### config.mk
export PLATFORM = sky130hd
export DESIGN_NAME = attack_phase_hysteresis_fsm_flat
export DESIGN_NICKNAME = d
export VERILOG_FILES = /design/src/rtl/aph_pkg.sv /design/src/rtl/aph_win_if.sv /design/src/rtl/aph_res_if.sv /design/src/rtl/attack_phase_hysteresis_fsm.sv /design/src/rtl/aph_core.sv /design/src/flat_wrapper.sv
export SDC_FILE = /design/constraint.sdc
export NUM_CORES = 1
export LEC_CHECK = 0
export ABC_AREA = 1
export BUFFER_PORTS_ARGS = -buffer_cell sky130_fd_sc_hd__buf_2
export CORE_UTILIZATION = 60
export DETAILED_ROUTE_END_ITERATION = 7
export PLACE_DENSITY_LB_ADDON = 0.1
export SLEW_MARGIN = 30
export SYNTH_ARGS = -nofsm -noshare
export SYNTH_HDL_FRONTEND = slang
export SYNTH_SLANG_ARGS = --single-unit
### constraint.sdc
create_clock -name i_clk -period 4.8 [get_ports i_clk]
set_clock_uncertainty 0.15 [all_clocks]
set_input_delay 0.48 -clock i_clk [delete_from_list [all_inputs] [get_ports i_clk]]
set_output_delay 0.48 -clock i_clk [all_outputs]
set_load 0.01 [all_outputs]
### src/rtl/aph_pkg.sv
package aph_pkg;

    localparam int SCORE_W   = 17;
    localparam int COUNT_W   = 4;
    localparam int TIMER_W   = 8;
    localparam int WARMUP_W  = 16;
    localparam int WINDOW_W  = 32;
    localparam int CFG_IDX_W = 3;
    localparam int CFG_W     = 17;

    localparam logic [SCORE_W-1:0] ONE_Q16   = 17'h10000;
    localparam logic [COUNT_W-1:0] COUNT_MAX = 4'hF;

    typedef enum logic [1:0] {
        PH_WARMUP = 2'd0,
        PH_NORMAL = 2'd1,
        PH_SUSP   = 2'd2,
        PH_ATTACK = 2'd3
    } t_phase;

    typedef enum logic [CFG_IDX_W-1:0] {
        CFG_SUSP_THR   = 3'd0,
        CFG_ATTACK_THR = 3'd1,
        CFG_RECOV_THR  = 3'd2,
        CFG_PERSIST    = 3'd3,
        CFG_ATK_RECOV  = 3'd4,
        CFG_FREEZE     = 3'd5,
        CFG_THAW       = 3'd6,
        CFG_WARMUP     = 3'd7
    } t_cfg_idx;

    typedef struct packed {
        logic [SCORE_W-1:0]  suspicious_threshold;
        logic [SCORE_W-1:0]  attack_threshold;
        logic [SCORE_W-1:0]  recovery_threshold;
        logic [COUNT_W-1:0]  persistence_windows;
        logic [COUNT_W-1:0]  attack_recovery_windows;
        logic [TIMER_W-1:0]  freeze_windows;
        logic [TIMER_W-1:0]  thaw_windows;
        logic [WARMUP_W-1:0] warmup_windows;
    } t_cfg;

    localparam t_cfg CFG_RESET = '{
        suspicious_threshold:    17'd32768,
        attack_threshold:        17'd45875,
        recovery_threshold:      17'd19661,
        persistence_windows:     4'd3,
        attack_recovery_windows: 4'd5,
        freeze_windows:          8'd60,
        thaw_windows:            8'd30,
        warmup_windows:          16'd60
    };

    typedef struct packed {
        t_phase              phase_now;
        t_phase              phase_before;
        logic                phase_changed;
        logic [SCORE_W-1:0]  attack_evidence;
        logic [COUNT_W-1:0]  persistence_count;
        logic                baseline_frozen;
        logic                thaw_active;
        logic [WINDOW_W-1:0] window_number;
        logic [WINDOW_W-1:0] last_change_window;
    } t_res;

    function automatic logic [SCORE_W-1:0] clamp_score(input logic [SCORE_W-1:0] v);
        return (v > ONE_Q16) ? ONE_Q16 : v;
    endfunction

endpackage

### src/rtl/aph_win_if.sv
interface aph_win_if;
    import aph_pkg::*;

    logic               valid;
    logic               ready;
    logic [SCORE_W-1:0] tier0_score;
    logic [SCORE_W-1:0] tier1_score;

    modport source (output valid, output tier0_score, output tier1_score, input ready);
    modport sink   (input valid, input tier0_score, input tier1_score, output ready);
endinterface

### src/rtl/aph_res_if.sv
interface aph_res_if;
    import aph_pkg::*;

    logic                valid;
    logic                ready;
    logic [1:0]          phase_now;
    logic [1:0]          phase_before;
    logic                phase_changed;
    logic [SCORE_W-1:0]  attack_evidence;
    logic [COUNT_W-1:0]  persistence_count;
    logic                baseline_frozen;
    logic                thaw_active;
    logic [WINDOW_W-1:0] window_number;
    logic [WINDOW_W-1:0] last_change_window;

    modport source (
        output valid, output phase_now, output phase_before, output phase_changed,
        output attack_evidence, output persistence_count, output baseline_frozen,
        output thaw_active, output window_number, output last_change_window,
        input ready
    );
    modport sink (
        input valid, input phase_now, input phase_before, input phase_changed,
        input attack_evidence, input persistence_count, input baseline_frozen,
        input thaw_active, input window_number, input last_change_window,
        output ready
    );
endinterface

### src/rtl/attack_phase_hysteresis_fsm.sv
// An accepted input word is registered in the input register, then its result word in the result register on o_res.
// Throughput: one word per cycle while o_res is ready; input and result registers each hold one word,
// and the phase state updates in the single cycle that moves a word into the result register.
// Reset (synchronous, active low): phase warmup, all counters and timers zero,
// configuration registers to their default values, both pipeline registers empty.
module attack_phase_hysteresis_fsm (
    input  logic                            i_clk,
    input  logic                            i_rst_n,
    aph_win_if.sink                         i_win,
    aph_res_if.source                       o_res,
    input  logic                            i_cfg_we,
    input  logic [aph_pkg::CFG_IDX_W-1:0]   i_cfg_idx,
    input  logic [aph_pkg::CFG_W-1:0]       i_cfg_data
);
    import aph_pkg::*;

    t_cfg               r_cfg;
    logic               r_in_vld;
    logic [SCORE_W-1:0] r_ev;
    logic [SCORE_W-1:0] n_ev;
    logic               r_out_vld;
    t_res               r_res;
    t_res               core_res;
    logic               out_adv;
    logic               in_adv;
    logic [SCORE_W-1:0] s0;
    logic [SCORE_W-1:0] s1;

    assign out_adv     = !r_out_vld || o_res.ready;
    assign in_adv      = !r_in_vld || out_adv;
    assign i_win.ready = in_adv;

    assign s0   = clamp_score(i_win.tier0_score);
    assign s1   = clamp_score(i_win.tier1_score);
    assign n_ev = (s0 > s1) ? s0 : s1;

    always_ff @(posedge i_clk) begin
        if (!i_rst_n) begin
            r_cfg <= CFG_RESET;
        end else if (i_cfg_we) begin
            case (t_cfg_idx'(i_cfg_idx))
                CFG_SUSP_THR:   r_cfg.suspicious_threshold    <= i_cfg_data[SCORE_W-1:0];
                CFG_ATTACK_THR: r_cfg.attack_threshold        <= i_cfg_data[SCORE_W-1:0];
                CFG_RECOV_THR:  r_cfg.recovery_threshold      <= i_cfg_data[SCORE_W-1:0];
                CFG_PERSIST:    r_cfg.persistence_windows     <= i_cfg_data[COUNT_W-1:0];
                CFG_ATK_RECOV:  r_cfg.attack_recovery_windows <= i_cfg_data[COUNT_W-1:0];
                CFG_FREEZE:     r_cfg.freeze_windows          <= i_cfg_data[TIMER_W-1:0];
                CFG_THAW:       r_cfg.thaw_windows            <= i_cfg_data[TIMER_W-1:0];
                CFG_WARMUP:     r_cfg.warmup_windows          <= i_cfg_data[WARMUP_W-1:0];
                default: begin
                end
            endcase
        end
    end

    always_ff @(posedge i_clk) begin
        if (!i_rst_n) begin
            r_in_vld  <= 1'b0;
            r_out_vld <= 1'b0;
        end else begin
            if (in_adv) begin
                r_in_vld <= i_win.valid;
            end
            if (out_adv) begin
                r_out_vld <= r_in_vld;
            end
        end
    end

    always_ff @(posedge i_clk) begin
        if (in_adv && i_win.valid) begin
            r_ev <= n_ev;
        end
        if (out_adv && r_in_vld) begin
            r_res <= core_res;
        end
    end

    aph_core u_core (
        .i_clk   (i_clk),
        .i_rst_n (i_rst_n),
        .i_step  (out_adv && r_in_vld),
        .i_ev    (r_ev),
        .i_cfg   (r_cfg),
        .o_res   (core_res)
    );

    assign o_res.valid              = r_out_vld;
    assign o_res.phase_now          = r_res.phase_now;
    assign o_res.phase_before       = r_res.phase_before;
    assign o_res.phase_changed      = r_res.phase_changed;
    assign o_res.attack_evidence    = r_res.attack_evidence;
    assign o_res.persistence_count  = r_res.persistence_count;
    assign o_res.baseline_frozen    = r_res.baseline_frozen;
    assign o_res.thaw_active        = r_res.thaw_active;
    assign o_res.window_number      = r_res.window_number;
    assign o_res.last_change_window = r_res.last_change_window;

endmodule

### src/rtl/aph_core.sv
module aph_core (
    input  logic                          i_clk,
    input  logic                          i_rst_n,
    input  logic                          i_step,
    input  logic [aph_pkg::SCORE_W-1:0]   i_ev,
    input  aph_pkg::t_cfg                 i_cfg,
    output aph_pkg::t_res                 o_res
);
    import aph_pkg::*;

    t_phase              r_phase,  n_phase;
    t_phase              r_prior,  n_prior;
    logic [WARMUP_W-1:0] r_warm,   n_warm;
    logic [COUNT_W-1:0]  r_cnt,    n_cnt;
    logic [TIMER_W-1:0]  r_freeze, n_freeze;
    logic [TIMER_W-1:0]  r_thaw,   n_thaw;
    logic [WINDOW_W-1:0] r_win,    n_win;
    logic [WINDOW_W-1:0] r_chg,    n_chg;

    logic [COUNT_W-1:0]  cnt_inc;
    logic [COUNT_W-1:0]  cnt_dec;
    logic                in_warmup;
    logic                changed;

    always_comb begin
        cnt_inc   = (r_cnt != COUNT_MAX) ? r_cnt + COUNT_W'(1) : r_cnt;
        cnt_dec   = (r_cnt != '0) ? r_cnt - COUNT_W'(1) : r_cnt;
        in_warmup = (r_warm < i_cfg.warmup_windows);

        n_phase  = r_phase;
        n_cnt    = r_cnt;
        n_warm   = r_warm;
        n_freeze = (r_freeze != '0) ? r_freeze - TIMER_W'(1) : r_freeze;
        n_thaw   = (r_thaw != '0) ? r_thaw - TIMER_W'(1) : r_thaw;

        if (in_warmup) begin
            n_warm = r_warm + WARMUP_W'(1);
            if (n_warm == i_cfg.warmup_windows && r_phase == PH_WARMUP) begin
                n_phase = PH_NORMAL;
            end
        end else begin
            case (r_phase)
                PH_WARMUP: begin
                    n_phase = PH_NORMAL;
                end
                PH_NORMAL: begin
                    if (i_ev > i_cfg.suspicious_threshold) begin
                        n_phase = PH_SUSP;
                        n_cnt   = COUNT_W'(1);
                    end
                end
                PH_SUSP: begin
                    if (i_ev > i_cfg.attack_threshold) begin
                        n_cnt = cnt_inc;
                        if (cnt_inc >= i_cfg.persistence_windows) begin
                            n_phase  = PH_ATTACK;
                            n_freeze = i_cfg.freeze_windows;
                            n_cnt    = i_cfg.attack_recovery_windows;
                        end
                    end else if (i_ev < i_cfg.recovery_threshold) begin
                        n_cnt = cnt_dec;
                        if (cnt_dec == '0) begin
                            n_phase = PH_NORMAL;
                        end
                    end
                end
                PH_ATTACK: begin
                    if (i_ev < i_cfg.recovery_threshold) begin
                        n_cnt = cnt_dec;
                        if (cnt_dec == '0) begin
                            n_phase = PH_NORMAL;
                            n_thaw  = i_cfg.thaw_windows;
                        end
                    end else begin
                        n_cnt = i_cfg.attack_recovery_windows;
                    end
                end
                default: begin
                    n_phase = PH_NORMAL;
                end
            endcase
        end

        changed = (n_phase != r_phase);
        n_prior = changed ? r_phase : r_prior;
        n_chg   = changed ? r_win : r_chg;
        n_win   = r_win + WINDOW_W'(1);

        o_res.phase_now          = n_phase;
        o_res.phase_before       = n_prior;
        o_res.phase_changed      = changed;
        o_res.attack_evidence    = i_ev;
        o_res.persistence_count  = n_cnt;
        o_res.baseline_frozen    = (n_freeze != '0);
        o_res.thaw_active        = (n_thaw != '0);
        o_res.window_number      = r_win;
        o_res.last_change_window = n_chg;
    end

    always_ff @(posedge i_clk) begin
        if (!i_rst_n) begin
            r_phase  <= PH_WARMUP;
            r_prior  <= PH_WARMUP;
            r_warm   <= '0;
            r_cnt    <= '0;
            r_freeze <= '0;
            r_thaw   <= '0;
            r_win    <= '0;
            r_chg    <= '0;
        end else if (i_step) begin
            r_phase  <= n_phase;
            r_prior  <= n_prior;
            r_warm   <= n_warm;
            r_cnt    <= n_cnt;
            r_freeze <= n_freeze;
            r_thaw   <= n_thaw;
            r_win    <= n_win;
            r_chg    <= n_chg;
        end
    end

    a_no_normal_to_attack: assert property (@(posedge i_clk) disable iff (!i_rst_n)
        !(i_step && r_phase == PH_NORMAL && n_phase == PH_ATTACK))
        else $error("normal phase jumped straight to attack");

    a_freeze_load: assert property (@(posedge i_clk) disable iff (!i_rst_n)
        (i_step && changed && n_phase == PH_ATTACK) |=>
            r_freeze == $past(i_cfg.freeze_windows))
        else $error("freeze timer not loaded on entering attack");

    a_win_advance: assert property (@(posedge i_clk) disable iff (!i_rst_n)
        i_step |=> r_win == WINDOW_W'($past(r_win) + WINDOW_W'(1)))
        else $error("window counter did not advance");

    a_win_hold: assert property (@(posedge i_clk) disable iff (!i_rst_n)
        !i_step |=> $stable(r_win) && $stable(r_phase) && $stable(r_cnt))
        else $error("state moved without a window");

    a_change_mark: assert property (@(posedge i_clk) disable iff (!i_rst_n)
        (i_step && changed) |=> r_chg == $past(r_win) && r_prior == $past(r_phase))
        else $error("phase change not recorded");

endmodule

### src/flat_wrapper.sv
// flat-port wrapper written by rule: the top's interface ports become plain ports
module attack_phase_hysteresis_fsm_flat import aph_pkg::*;
  (i_clk, i_rst_n, i_cfg_we, i_cfg_idx, i_cfg_data, i_win_valid, i_win_tier0_score, i_win_tier1_score, i_win_ready, o_res_valid, o_res_phase_now, o_res_phase_before, o_res_phase_changed, o_res_attack_evidence, o_res_persistence_count, o_res_baseline_frozen, o_res_thaw_active, o_res_window_number, o_res_last_change_window, o_res_ready);
  aph_win_if i_win_i ();
  aph_res_if o_res_i ();
  input  logic i_clk;
  input  logic i_rst_n;
  input  logic i_cfg_we;
  input  logic [aph_pkg::CFG_IDX_W-1:0] i_cfg_idx;
  input  logic [aph_pkg::CFG_W-1:0] i_cfg_data;
  input wire logic [$bits(i_win_i.valid)-1:0] i_win_valid;
  input wire logic [$bits(i_win_i.tier0_score)-1:0] i_win_tier0_score;
  input wire logic [$bits(i_win_i.tier1_score)-1:0] i_win_tier1_score;
  output wire logic [$bits(i_win_i.ready)-1:0] i_win_ready;
  output wire logic [$bits(o_res_i.valid)-1:0] o_res_valid;
  output wire logic [$bits(o_res_i.phase_now)-1:0] o_res_phase_now;
  output wire logic [$bits(o_res_i.phase_before)-1:0] o_res_phase_before;
  output wire logic [$bits(o_res_i.phase_changed)-1:0] o_res_phase_changed;
  output wire logic [$bits(o_res_i.attack_evidence)-1:0] o_res_attack_evidence;
  output wire logic [$bits(o_res_i.persistence_count)-1:0] o_res_persistence_count;
  output wire logic [$bits(o_res_i.baseline_frozen)-1:0] o_res_baseline_frozen;
  output wire logic [$bits(o_res_i.thaw_active)-1:0] o_res_thaw_active;
  output wire logic [$bits(o_res_i.window_number)-1:0] o_res_window_number;
  output wire logic [$bits(o_res_i.last_change_window)-1:0] o_res_last_change_window;
  input wire logic [$bits(o_res_i.ready)-1:0] o_res_ready;
  assign i_win_i.valid = i_win_valid;
  assign i_win_i.tier0_score = i_win_tier0_score;
  assign i_win_i.tier1_score = i_win_tier1_score;
  assign i_win_ready = i_win_i.ready;
  assign o_res_valid = o_res_i.valid;
  assign o_res_phase_now = o_res_i.phase_now;
  assign o_res_phase_before = o_res_i.phase_before;
  assign o_res_phase_changed = o_res_i.phase_changed;
  assign o_res_attack_evidence = o_res_i.attack_evidence;
  assign o_res_persistence_count = o_res_i.persistence_count;
  assign o_res_baseline_frozen = o_res_i.baseline_frozen;
  assign o_res_thaw_active = o_res_i.thaw_active;
  assign o_res_window_number = o_res_i.window_number;
  assign o_res_last_change_window = o_res_i.last_change_window;
  assign o_res_i.ready = o_res_ready;
  attack_phase_hysteresis_fsm u_core (.i_clk(i_clk), .i_rst_n(i_rst_n), .i_win(i_win_i), .o_res(o_res_i), .i_cfg_we(i_cfg_we), .i_cfg_idx(i_cfg_idx), .i_cfg_data(i_cfg_data));
endmodule
# Word-level counts from Yosys, hierarchy flattened
# Index checks and enable logic that the tools add are counted.
# op_classes
n_lt_le_gt_ge	8
addsub	6
n_eq_ne	13
mux	32
n_reduce_logical	24
# op_table
op	count
8-bit 2-to-1 mux	10
17-bit greater-than comparator	3
17-bit 2-to-1 mux	3
17-bit greater-than comparator (second input constant)	2
32-bit by 1-bit adder with 32-bit output (second input constant)	1
32-bit 2-to-1 mux	1
4-bit 2-to-1 mux	8
8-bit nonzero test	4
2-bit AND reduction	9
17-bit less-than comparator	1
16-bit by 1-bit adder with 16-bit output (second input constant)	1
16-bit == test	1
16-bit less-than comparator	1
2-bit 2-to-1 mux	8
8-bit by 1-bit subtractor with 8-bit output (second input constant)	2
3-bit == test (second input constant)	4
4-bit one-hot mux with 3 select lines	1
2-bit one-hot mux with 4 select lines	1
3-bit by 2-bit == test with 1-bit output (second input constant)	2
4-bit by 1-bit adder with 4-bit output (second input constant)	1
2-bit == test (second input constant)	2
4-bit >= comparator	1
4-bit zero test	1
4-bit inequality test (second input constant)	1
10 further kinds	14
# totals
wordCells	111
ff_bits	306

# Logic depth before layout (Yosys ltp)
# Gate-level depths: netlist of the first run.
# logic_depth
ltp_word	10
depth_mapped	24

# Cells and area by module
# A second synthesis of the first run with hierarchy kept.
# unflattened
hier_cells	2136
hier_area_um2	16229.3
# modules_own_cells
mod	n_inst	area_per_inst_um2	cells_per_inst
aph_core	1	8546.9	1394
attack_phase_hysteresis_fsm	1	7682.4	742

# Least setup slack after synthesis of the first run
# OpenSTA, ideal clock, no wires.
# synth_path
kind	in2reg
from	in o_res_ready
to	reg u_core.r_res (netlist bit u_core.o_res.attack_evidence[0]), enable pin
n_path_buf	2
arrival_ps	3729
t_required_ps	4158
stages	6
path_slack_ps	429
path_cell_list	inv_1 > nand2_1 > nand2_1 > inv_1 > clkbuf_1 > clkbuf_1
# synth_between
elab_chain_cells	2
# synth_lines
item	line	source
from (decl)	flat_wrapper.sv:25	input wire logic [$bits(o_res_i.ready)-1:0] o_res_ready;
1-bit logical OR	attack_phase_hysteresis_fsm.sv:29	assign out_adv = !r_out_vld || o_res.ready;
1-bit logical AND	n/a	
net u_core.u_core.i_step	aph_core.sv:4	input logic i_step,
to (signal assigned)	attack_phase_hysteresis_fsm.sv:75	r_res <= core_res;
to (decl)	attack_phase_hysteresis_fsm.sv:22	t_res r_res;
# The timed path passes the listed nets, and every way through them passes these cells.
# A chain may end at the register's enable or synchronous reset.

==> results.py, run 1 <==
metrics = {
    "run_status": {
        "outcome": "completed",
    },
    "floorplan": {
        "floorplan.initialDensity_pct": 61.5,
        "core_box_area_um2": 25300,
        "die_x_um": 163,
        "placement_rows": 58,
        "die_y_um": 163,
        "design.die.area_um2": 26600,
        "io_pins": 153,
    },
    "timing": {
        "finalSetupViolCount": 0,
        "tns_ns": 0,
        "timing_worst_slew_pin_value_ns": 0.963,
        "rsz_0062_raised_after_global_routing": "false",
        "timing.slew.headroom_pct": 35.8,
        "maxSlewViolCount": 0,
        "finalCritPeriodShare_pct": 76.1,
        "max_clock_freq_mhz": 274,
        "timing_hold_violations_final": 0,
        "final.min_clock_period_ns": 3.65,
    },
    "grt": {
        "antenna_violations_before_repair": 1,
        "largest_net_degree_at_the_start_of_global_routing": 120,
        "grtUsageTotal_pct": 27.8,
        "grt_remaining_overflow": 0,
        "grt_pass1_vias": 12500,
        "grt_util_met1_pct": 37.8,
        "globalRouteMet3Util_pct": 5.05,
        "groute.layer.met2.usage_pct": 45.3,
        "global_route.peak_usage_layer": "met2",
        "grt_pass1_wl_um": 59900,
    },
    "routing": {
        "post_drt_wl_per_cell_um": 14.8,
        "drt_iter0_drc": 1040,
        "antenna_violating_nets_post_route": 0,
        "routed_wl_um": 36800,
        "first_pass_iters": 5,
        "remaining_drc_errors": 0,
        "vias_per_cell": 5.44,
        "routed-via-count": 13535,
    },
    "finish": {
        "post_route_cells_drive_above_1_share_pct": 12.1,
        "nNetsFinal": 2289,
        "final_cells": 2488,
        "antenna_cells_inserted": 0,
        "area_delta_synth_final_pct": 13.7,
        "filler_cells": 2065,
    },
    "place": {
        "gp_routability_congestion": 0.906,
        "placed_cells_incl_taps": 2429,
        "detailed_place_hpwl_um": 25800,
        "port-buffer-count": 152,
    },
    "clock_tree": {
        "clock_tree.htree_level_count": 2,
        "root_buffer": "clkbuf_16",
        "clock_tree.buffer_depth": 3,
        "worst_skew_pair.late_latency_ns": 0.51,
        "clk_pin_slew_ns": 0.06,
        "clock_sink_count": 306,
        "cts.repair.resized": 0,
        "post_cts_hold_buffer_count": 0,
        "tritoncts": "done",
        "cts_setup_buffers": 0,
        "tritoncts.num_buffers": 34,
    },
    "worst_setup_path": {
        "crit_chain": "clkinv_1, ha_1, nand2_1, o21ai_0, ha_1, inv_1, nor2_1, o211ai_1, nand3_1, nand3_1, nand2_1, inv_1, nand2_1, nand2_1, nand2_1, nand3_4, nand2_8, nand2_1, nand2_1",
        "endpoint_required_time_on_the_critical_path_ns": 4.91,
        "critPathLaunchType": "register",
        "worstSetupEndpointType": "register",
        "path_class": "register to register",
        "slowest_delay_ns": 0.38,
        "worstPathBufferInverterCount": 3,
        "crit_slowest_cell": "dfxtp_1",
        "worst-endpoint-arrival_ns": 3.76,
        "timing.critical_path.max_delay_family": "simple AND/OR/NAND/NOR gates",
        "crit_top_cell": "nand2_1",
        "worst_path_max_fanout": 34,
    },
    "synthesis": {
        "synth_cell_types": 42,
        "warnings_synthesis": 0,
        "synth_top_flop_cell": "dfxtp_1",
        "syn-cell-area_um2": 15600,
        "syn-num-nets": 2148,
        "synth.avg_cell_area_um2": 7.82,
        "asyncSetResetFlopFracSynth_pct": 0,
        "ys_ff_latch": 306,
        "synth_edf_count": 109,
        "netlist_instances": 1994,
        "seq_area_frac_synth_pct": 46.3,
    },
    "pwr": {
        "post-layout-total-power_mw": 7.36,
        "peak_supply_drop_v": 0.000287,
        "power.density_nw_per_um2": 415,
        "power.static_leakage_nw": 8.09,
    },
    "flow_run": {
        "drv_cap": 0,
    },
    "min_path": {
        "hold_path.class": "primary input to register",
    },
}
[final cells by class]
class,count,area (um2),share of cell area [%]
Clock buffer,53,1030,5.80
Clock inverter,6,87.6,0.494
Inverter,269,1010,5.73
Multi-Input combinational cell,1358,7090,40.0
Sequential cell,306,7220,40.7
Tap cell,330,413,2.33
Timing Repair Buffer,166,868,4.90
[state kept, by name, indices dropped and copies added, names as in the netlist, 16 cells and up]
name and flops:
u_core.r_cfg 91, u_core.o_res.last_change_window 32, u_core.o_res.window_number 32, u_core.u_core.r_chg 32, u_core.u_core.r_win 32, u_core.o_res.attack_evidence 17
u_core.r_ev 17, u_core.u_core.r_warm 16
[worst min-delay path: stages]
cell,delay (ns)
buf_2,0.10
nand2_1,0.07
a21oi_1,0.06
[placed cells by master (no fill, tap or decap), types with 3 or more instances in the layout]
| cell type | count |
|---|---|
| nor3_1 | 23 |
| clkbuf_8 | 6 |
| clkbuf_16 | 36 |
| nor3b_1 | 6 |
| o21ai_0 | 161 |
| a21oi_1 | 163 |
| inv_1 | 259 |
| o211ai_1 | 27 |
| ha_1 | 95 |
| o21a_1 | 6 |
| nor4_1 | 16 |
| clkbuf_1 | 10 |
| xor2_1 | 18 |
| a211oi_1 | 3 |
| inv_2 | 5 |
| nand4_1 | 19 |
| edfxtp_1 | 109 |
| nand2_1 | 387 |
| nand2_2 | 32 |
| clkinv_1 | 4 |
| nand3_1 | 148 |
| nor2_4 | 3 |
| buf_2 | 151 |
| dfxtp_1 | 197 |
| buf_4 | 15 |
| nor2_1 | 228 |
[per-layer routing]
metal,share of wire [%],routed length (um),up-vias
met5,0,0,-
met4,1.8,662,0
met3,5.7,2110,56
met2,46,16800,374
met1,47,17300,6233
li1,-,-,6872
[synthesized netlist by cell type (16+ instances only)]
| cell | n | area share [%] |
|---|---|---|
| a21oi_1 | 163 | 5.2 |
| clkbuf_1 | 49 | 1.2 |
| dfxtp_1 | 197 | 25 |
| edfxtp_1 | 109 | 21 |
| ha_1 | 95 | 7.6 |
| inv_1 | 260 | 6.3 |
| nand2_1 | 387 | 9.3 |
| nand2_2 | 32 | 1.3 |
| nand3_1 | 148 | 4.8 |
| nand4_1 | 19 | 0.76 |
| nor2_1 | 228 | 5.5 |
| nor3_1 | 23 | 0.74 |
| nor4_1 | 16 | 0.64 |
| o211ai_1 | 27 | 1.3 |
| o21ai_0 | 161 | 5.2 |
| xor2_1 | 18 | 1.0 |
[where the power goes]
part	leakage (nW)	total, mW	internal, mW	switching [mW]
registers	2.64	3.07	2.91	0.156
clock network	0.548	2.58	1.58	0.998
logic	4.91	1.72	0.528	1.19
total	8.09	7.36	5.02	2.34
[metrics by stage]
stage	util [%]	instance area (um2)	setup slack (ns)	hold slack [ns]
floorplan	-	15600	0.429	0.274
global placement	65.6	16600	1.17	0.285
detailed placement	65.6	16600	1.06	0.295
CTS	70.0	17700	1.18	0.0903
global route	70.0	17700	0.779	0.116
finish	70.0	17700	1.15	0.0954
[path summary, 6_finish.rpt]
path	startpoint	to	slack, ns	depth (start not counted)
worst max-delay path	u_core.u_core.r_cnt[0]	u_core.o_res.last_change_window[27]	1.15	19
worst min-delay path	i_win_valid	u_core.r_in_vld	0.1	3
worst max register to register	u_core.u_core.r_cnt[0]	u_core.o_res.last_change_window[27]	1.15	19
worst min register to register	u_core.r_cfg[28]	u_core.r_cfg[28]	0.31	2
[cells by family (layout without fill, tap and decap cells)]
family / count (synthesis) / in the layout / synth area share (%)
AOI/OAI and AO/OA: 370 / 370 / 12.6
xor gates and xnor gates: 19 / 19 / 1.07
adders and majority gates: 95 / 95 / 7.63
buffers and inverters: 330 / 494 / 8.20
DFF: 306 / 306 / 46.3
and+or+nand+nor: 874 / 874 / 24.2
Power figures use the tool's default switching activity.
==> run 2: changes to the inputs <==
ABC_AREA = 0   (was 1)
CORE_UTILIZATION = 54   (was 60)
clock period = 3.25 ns   (was 4.8 ns; I/O delays follow)
==> run 2 against run 1 <==
The flow now finishes with violations (setup timing). Wire length increased by 8.8%. Final cell count shrank 5.6%. Critical endpoint is now u_core.o_res.last_change_window[28]. Cell area is 11% higher. Sequential cell count did not move.
==> results.py, run 2 <==
metrics = {
    "min_path": {
        "min_to": "u_core.r_cfg[30]",
        "holdPathStages": 3,
        "hold_path.class": "primary input to register",
        "holdCritStartpoint": "i_cfg_data[6]",
    },
    "finish": {
        "post_route_cells_drive_above_1_share_pct": 25.6,
        "largest_register_ffs": 91,
        "filler_cells": 2190,
        "nNetsFinal": 2100,
        "antenna_cells_inserted": 0,
        "area_delta_synth_final_pct": 25.7,
        "top_register": "u_core.r_cfg",
        "layout_common_cells": "324 x nand2_1, 193 x dfxtp_1, 153 x buf_4",
        "final_common_cell": "nand2_1",
    },
    "pwr": {
        "power.density_nw_per_um2": 457,
        "comb_power_share_pct": 13.2,
        "power.static_leakage_nw": 7.92,
        "switching_share_pct": 25.5,
        "switchingPower_mw": 2.29,
        "power.clock.fraction_pct": 40.2,
        "power_frac_seq_pct": 46.6,
        "peak_supply_drop_v": 0.000396,
        "internal-power_mw": 6.70,
    },
    "synthesis": {
        "syn-cell-area_um2": 15600,
        "ys_top_cells_by_area": "dfxtp_1 25%, edfxtp_1 21%, nand2_1 7.8%",
        "seq_area_frac_synth_pct": 46.2,
        "yosys.area.top_type_share_pct": 25.2,
        "asyncSetResetFlopFracSynth_pct": 0,
        "ys_ff_latch": 306,
        "post_synth_most_frequent_cells": "325 x nand2_1, 197 x dfxtp_1, 109 x edfxtp_1, 103 x a21oi_1, 100 x inv_1",
        "synth_top_area_cell": "dfxtp_1",
        "synth.most_common_cell": "nand2_1",
        "warnings_synthesis": 0,
        "synth_edf_count": 109,
        "synth_top_flop_cell": "dfxtp_1",
        "syn-num-nets": 1807,
        "synth_cell_types": 84,
        "synth.avg_cell_area_um2": 9.45,
        "netlist_instances": 1653,
    },
    "routing": {
        "vias_per_cell": 5.56,
        "first_pass_iters": 5,
        "drt_iter0_drc": 809,
        "remaining_drc_errors": 0,
        "routed_wl_um": 40100,
        "post_drt_wl_per_cell_um": 17.1,
        "routed-via-count": 13050,
        "antenna_violating_nets_post_route": 0,
    },
    "grt": {
        "antenna_violations_before_repair": 0,
        "grt_remaining_overflow": 0,
        "largest_net_degree_at_the_start_of_global_routing": 114,
        "grtUsageTotal_pct": 27.0,
        "grt_pass1_vias": 12498,
        "grt_pass1_wl_um": 63600,
    },
    "floorplan": {
        "io_pins": 153,
        "core_box_area_um2": 28100,
        "die_x_um": 172,
        "placement_rows": 61,
        "floorplan.initialDensity_pct": 55.6,
        "die_y_um": 172,
        "design.die.area_um2": 29600,
    },
    "run_status": {
        "outcome": "complete, but fails checks",
        "failed_checks": "setup timing",
    },
    "worst_setup_path": {
        "reg2reg_setup_slack_ns": -0.18,
        "worst_path_max_fanout": 13,
        "worstSetupEndpointType": "register",
        "path_class": "register to register",
        "worstReg2RegEnd": "u_core.o_res.last_change_window[28]",
        "timing.rr.start": "u_core.r_ev[12]",
        "worst-endpoint-arrival_ns": 3.54,
        "endpoint_required_time_on_the_critical_path_ns": 3.36,
        "critPathLaunchType": "register",
        "worstRegToRegCells": 13,
    },
    "clock_tree": {
        "root_buffer": "clkbuf_16",
        "clock_tree.htree_level_count": 2,
        "worst_skew_pair.late_latency_ns": 0.52,
        "clock_sink_count": 306,
        "tritoncts": "done",
        "clk_pin_slew_ns": 0.06,
        "clock_tree.buffer_depth": 3,
        "tritoncts.num_buffers": 34,
    },
    "timing": {
        "timing_hold_violations_final": 0,
        "maxSlewViolCount": 0,
        "fin_hold_ws_ns": 0.0177,
        "finalSetupViolCount": 69,
        "timing_worst_slew_pin_value_ns": 0.851,
        "max_clock_freq_mhz": 292,
        "finalWorstSetupSlack_ns": -0.179,
        "rsz_0062_raised_after_global_routing": "true",
        "tns_ns": -8.94,
        "timing.slew.headroom_pct": 43.3,
        "finalCritPeriodShare_pct": 106,
        "final.min_clock_period_ns": 3.43,
    },
    "place": {
        "port-buffer-count": 152,
        "gp_routability_congestion": 0.935,
        "preCtsSetupSlack_ns": -0.278,
        "detailed_place_hpwl_um": 27500,
    },
    "flow_run": {
        "drv_cap": 0,
    },
}
[run 2: worst max path at each step]
| stage | startpoint | end | slack [ns] | cells past startpoint |
|---|---|---|---|---|
| 2_1_floorplan | u_core.u_core.r_cnt[0] | u_core.o_res.last_change_window[10] | -0.05 | 13 |
| 3_5_place_dp | i_win_tier0_score[11] | u_core.r_ev[9] | -0.28 | 18 |
| 3_3_place_gp | i_win_tier0_score[11] | u_core.r_ev[9] | -0.25 | 18 |
| 4_1_cts | u_core.r_ev[12] | u_core.o_res.last_change_window[10] | -0.11 | 12 |
| 5_1_grt | u_core.r_ev[15] | u_core.o_res.last_change_window[22] | -0.28 | 11 |
| 6_report | u_core.r_ev[12] | u_core.o_res.last_change_window[28] | -0.18 | 13 |
[run 2: power groups by stage]
stage               combinational, mW  clock (mW)  sequential (mW)
floorplan                       0.641           0             4.29
global placement                 1.07           0             4.26
detailed placement               1.09           0             4.27
CTS                              1.13        3.67             4.19
global route                     1.31        3.81             4.20
finish                           1.19        3.61             4.19
[run 2: through the flow]
step	cells	util, %	total power, mW	area (um2)
2_1_floorplan	1653	-	4.93	15700
3_3_place_gp	2257	63.3	5.33	17800
3_5_place_dp	2257	63.3	5.36	17800
4_1_cts	2338	68.4	8.99	19200
5_1_grt	2349	69.9	9.32	19600
6_report	2349	69.9	8.98	19600
[run 2: cells by family (layout without fill, tap and decap cells)]
family / after synthesis / count (layout) / synth area share, %
buf+inv: 181 / 499 / 5.09
mux: 102 / 102 / 7.55
xor+xnor: 62 / 62 / 3.48
flops: 306 / 306 / 46.2
simple gates: 642 / 642 / 19.0
compound gates: 264 / 264 / 11.0
fa+ha+maj: 96 / 96 / 7.67
[run 2: final cells by class]
type	count	area (um2)	share of cell area (%)
Clock buffer	43	906	4.61
Clock inverter	18	140	0.714
Inverter	101	385	1.96
Multi-Input combinational cell	1166	8120	41.3
Sequential cell	306	7230	36.8
Tap cell	378	473	2.41
Timing Repair Buffer	337	2390	12.2
[run 2: timing repair]
action	CTS	global route
resized for setup	39	53
pin swaps	4	32
endpoints found under the hold margin	35	0
setup endpoints to repair	81	84
gates cloned	2	3
hold buffers	11	0
setup buffers	7	8
[run 2: critical path: stages, from the launching register on]
cell	delay, ns
edfxtp_1	0.45
buf_6	0.15
ha_4	0.26
nand4_1	0.14
or4_1	0.43
mux2_2	0.27
o41a_1	0.15
nand3_2	0.13
o221a_4	0.20
o31ai_4	0.07
a21oi_4	0.15
buf_12	0.15
buf_16	0.16
mux2_4	0.31
[run 2: layer usage]
layer  vias to the layer above  GRT usage, %  part of all wire (%)
met1                      6237          35.9                    46
met3                        76          3.75                   4.8
li1                       6392             -                     -
met4                         0          8.27                   2.3
met5                         -             0                     0
met2                       345          45.5                    47
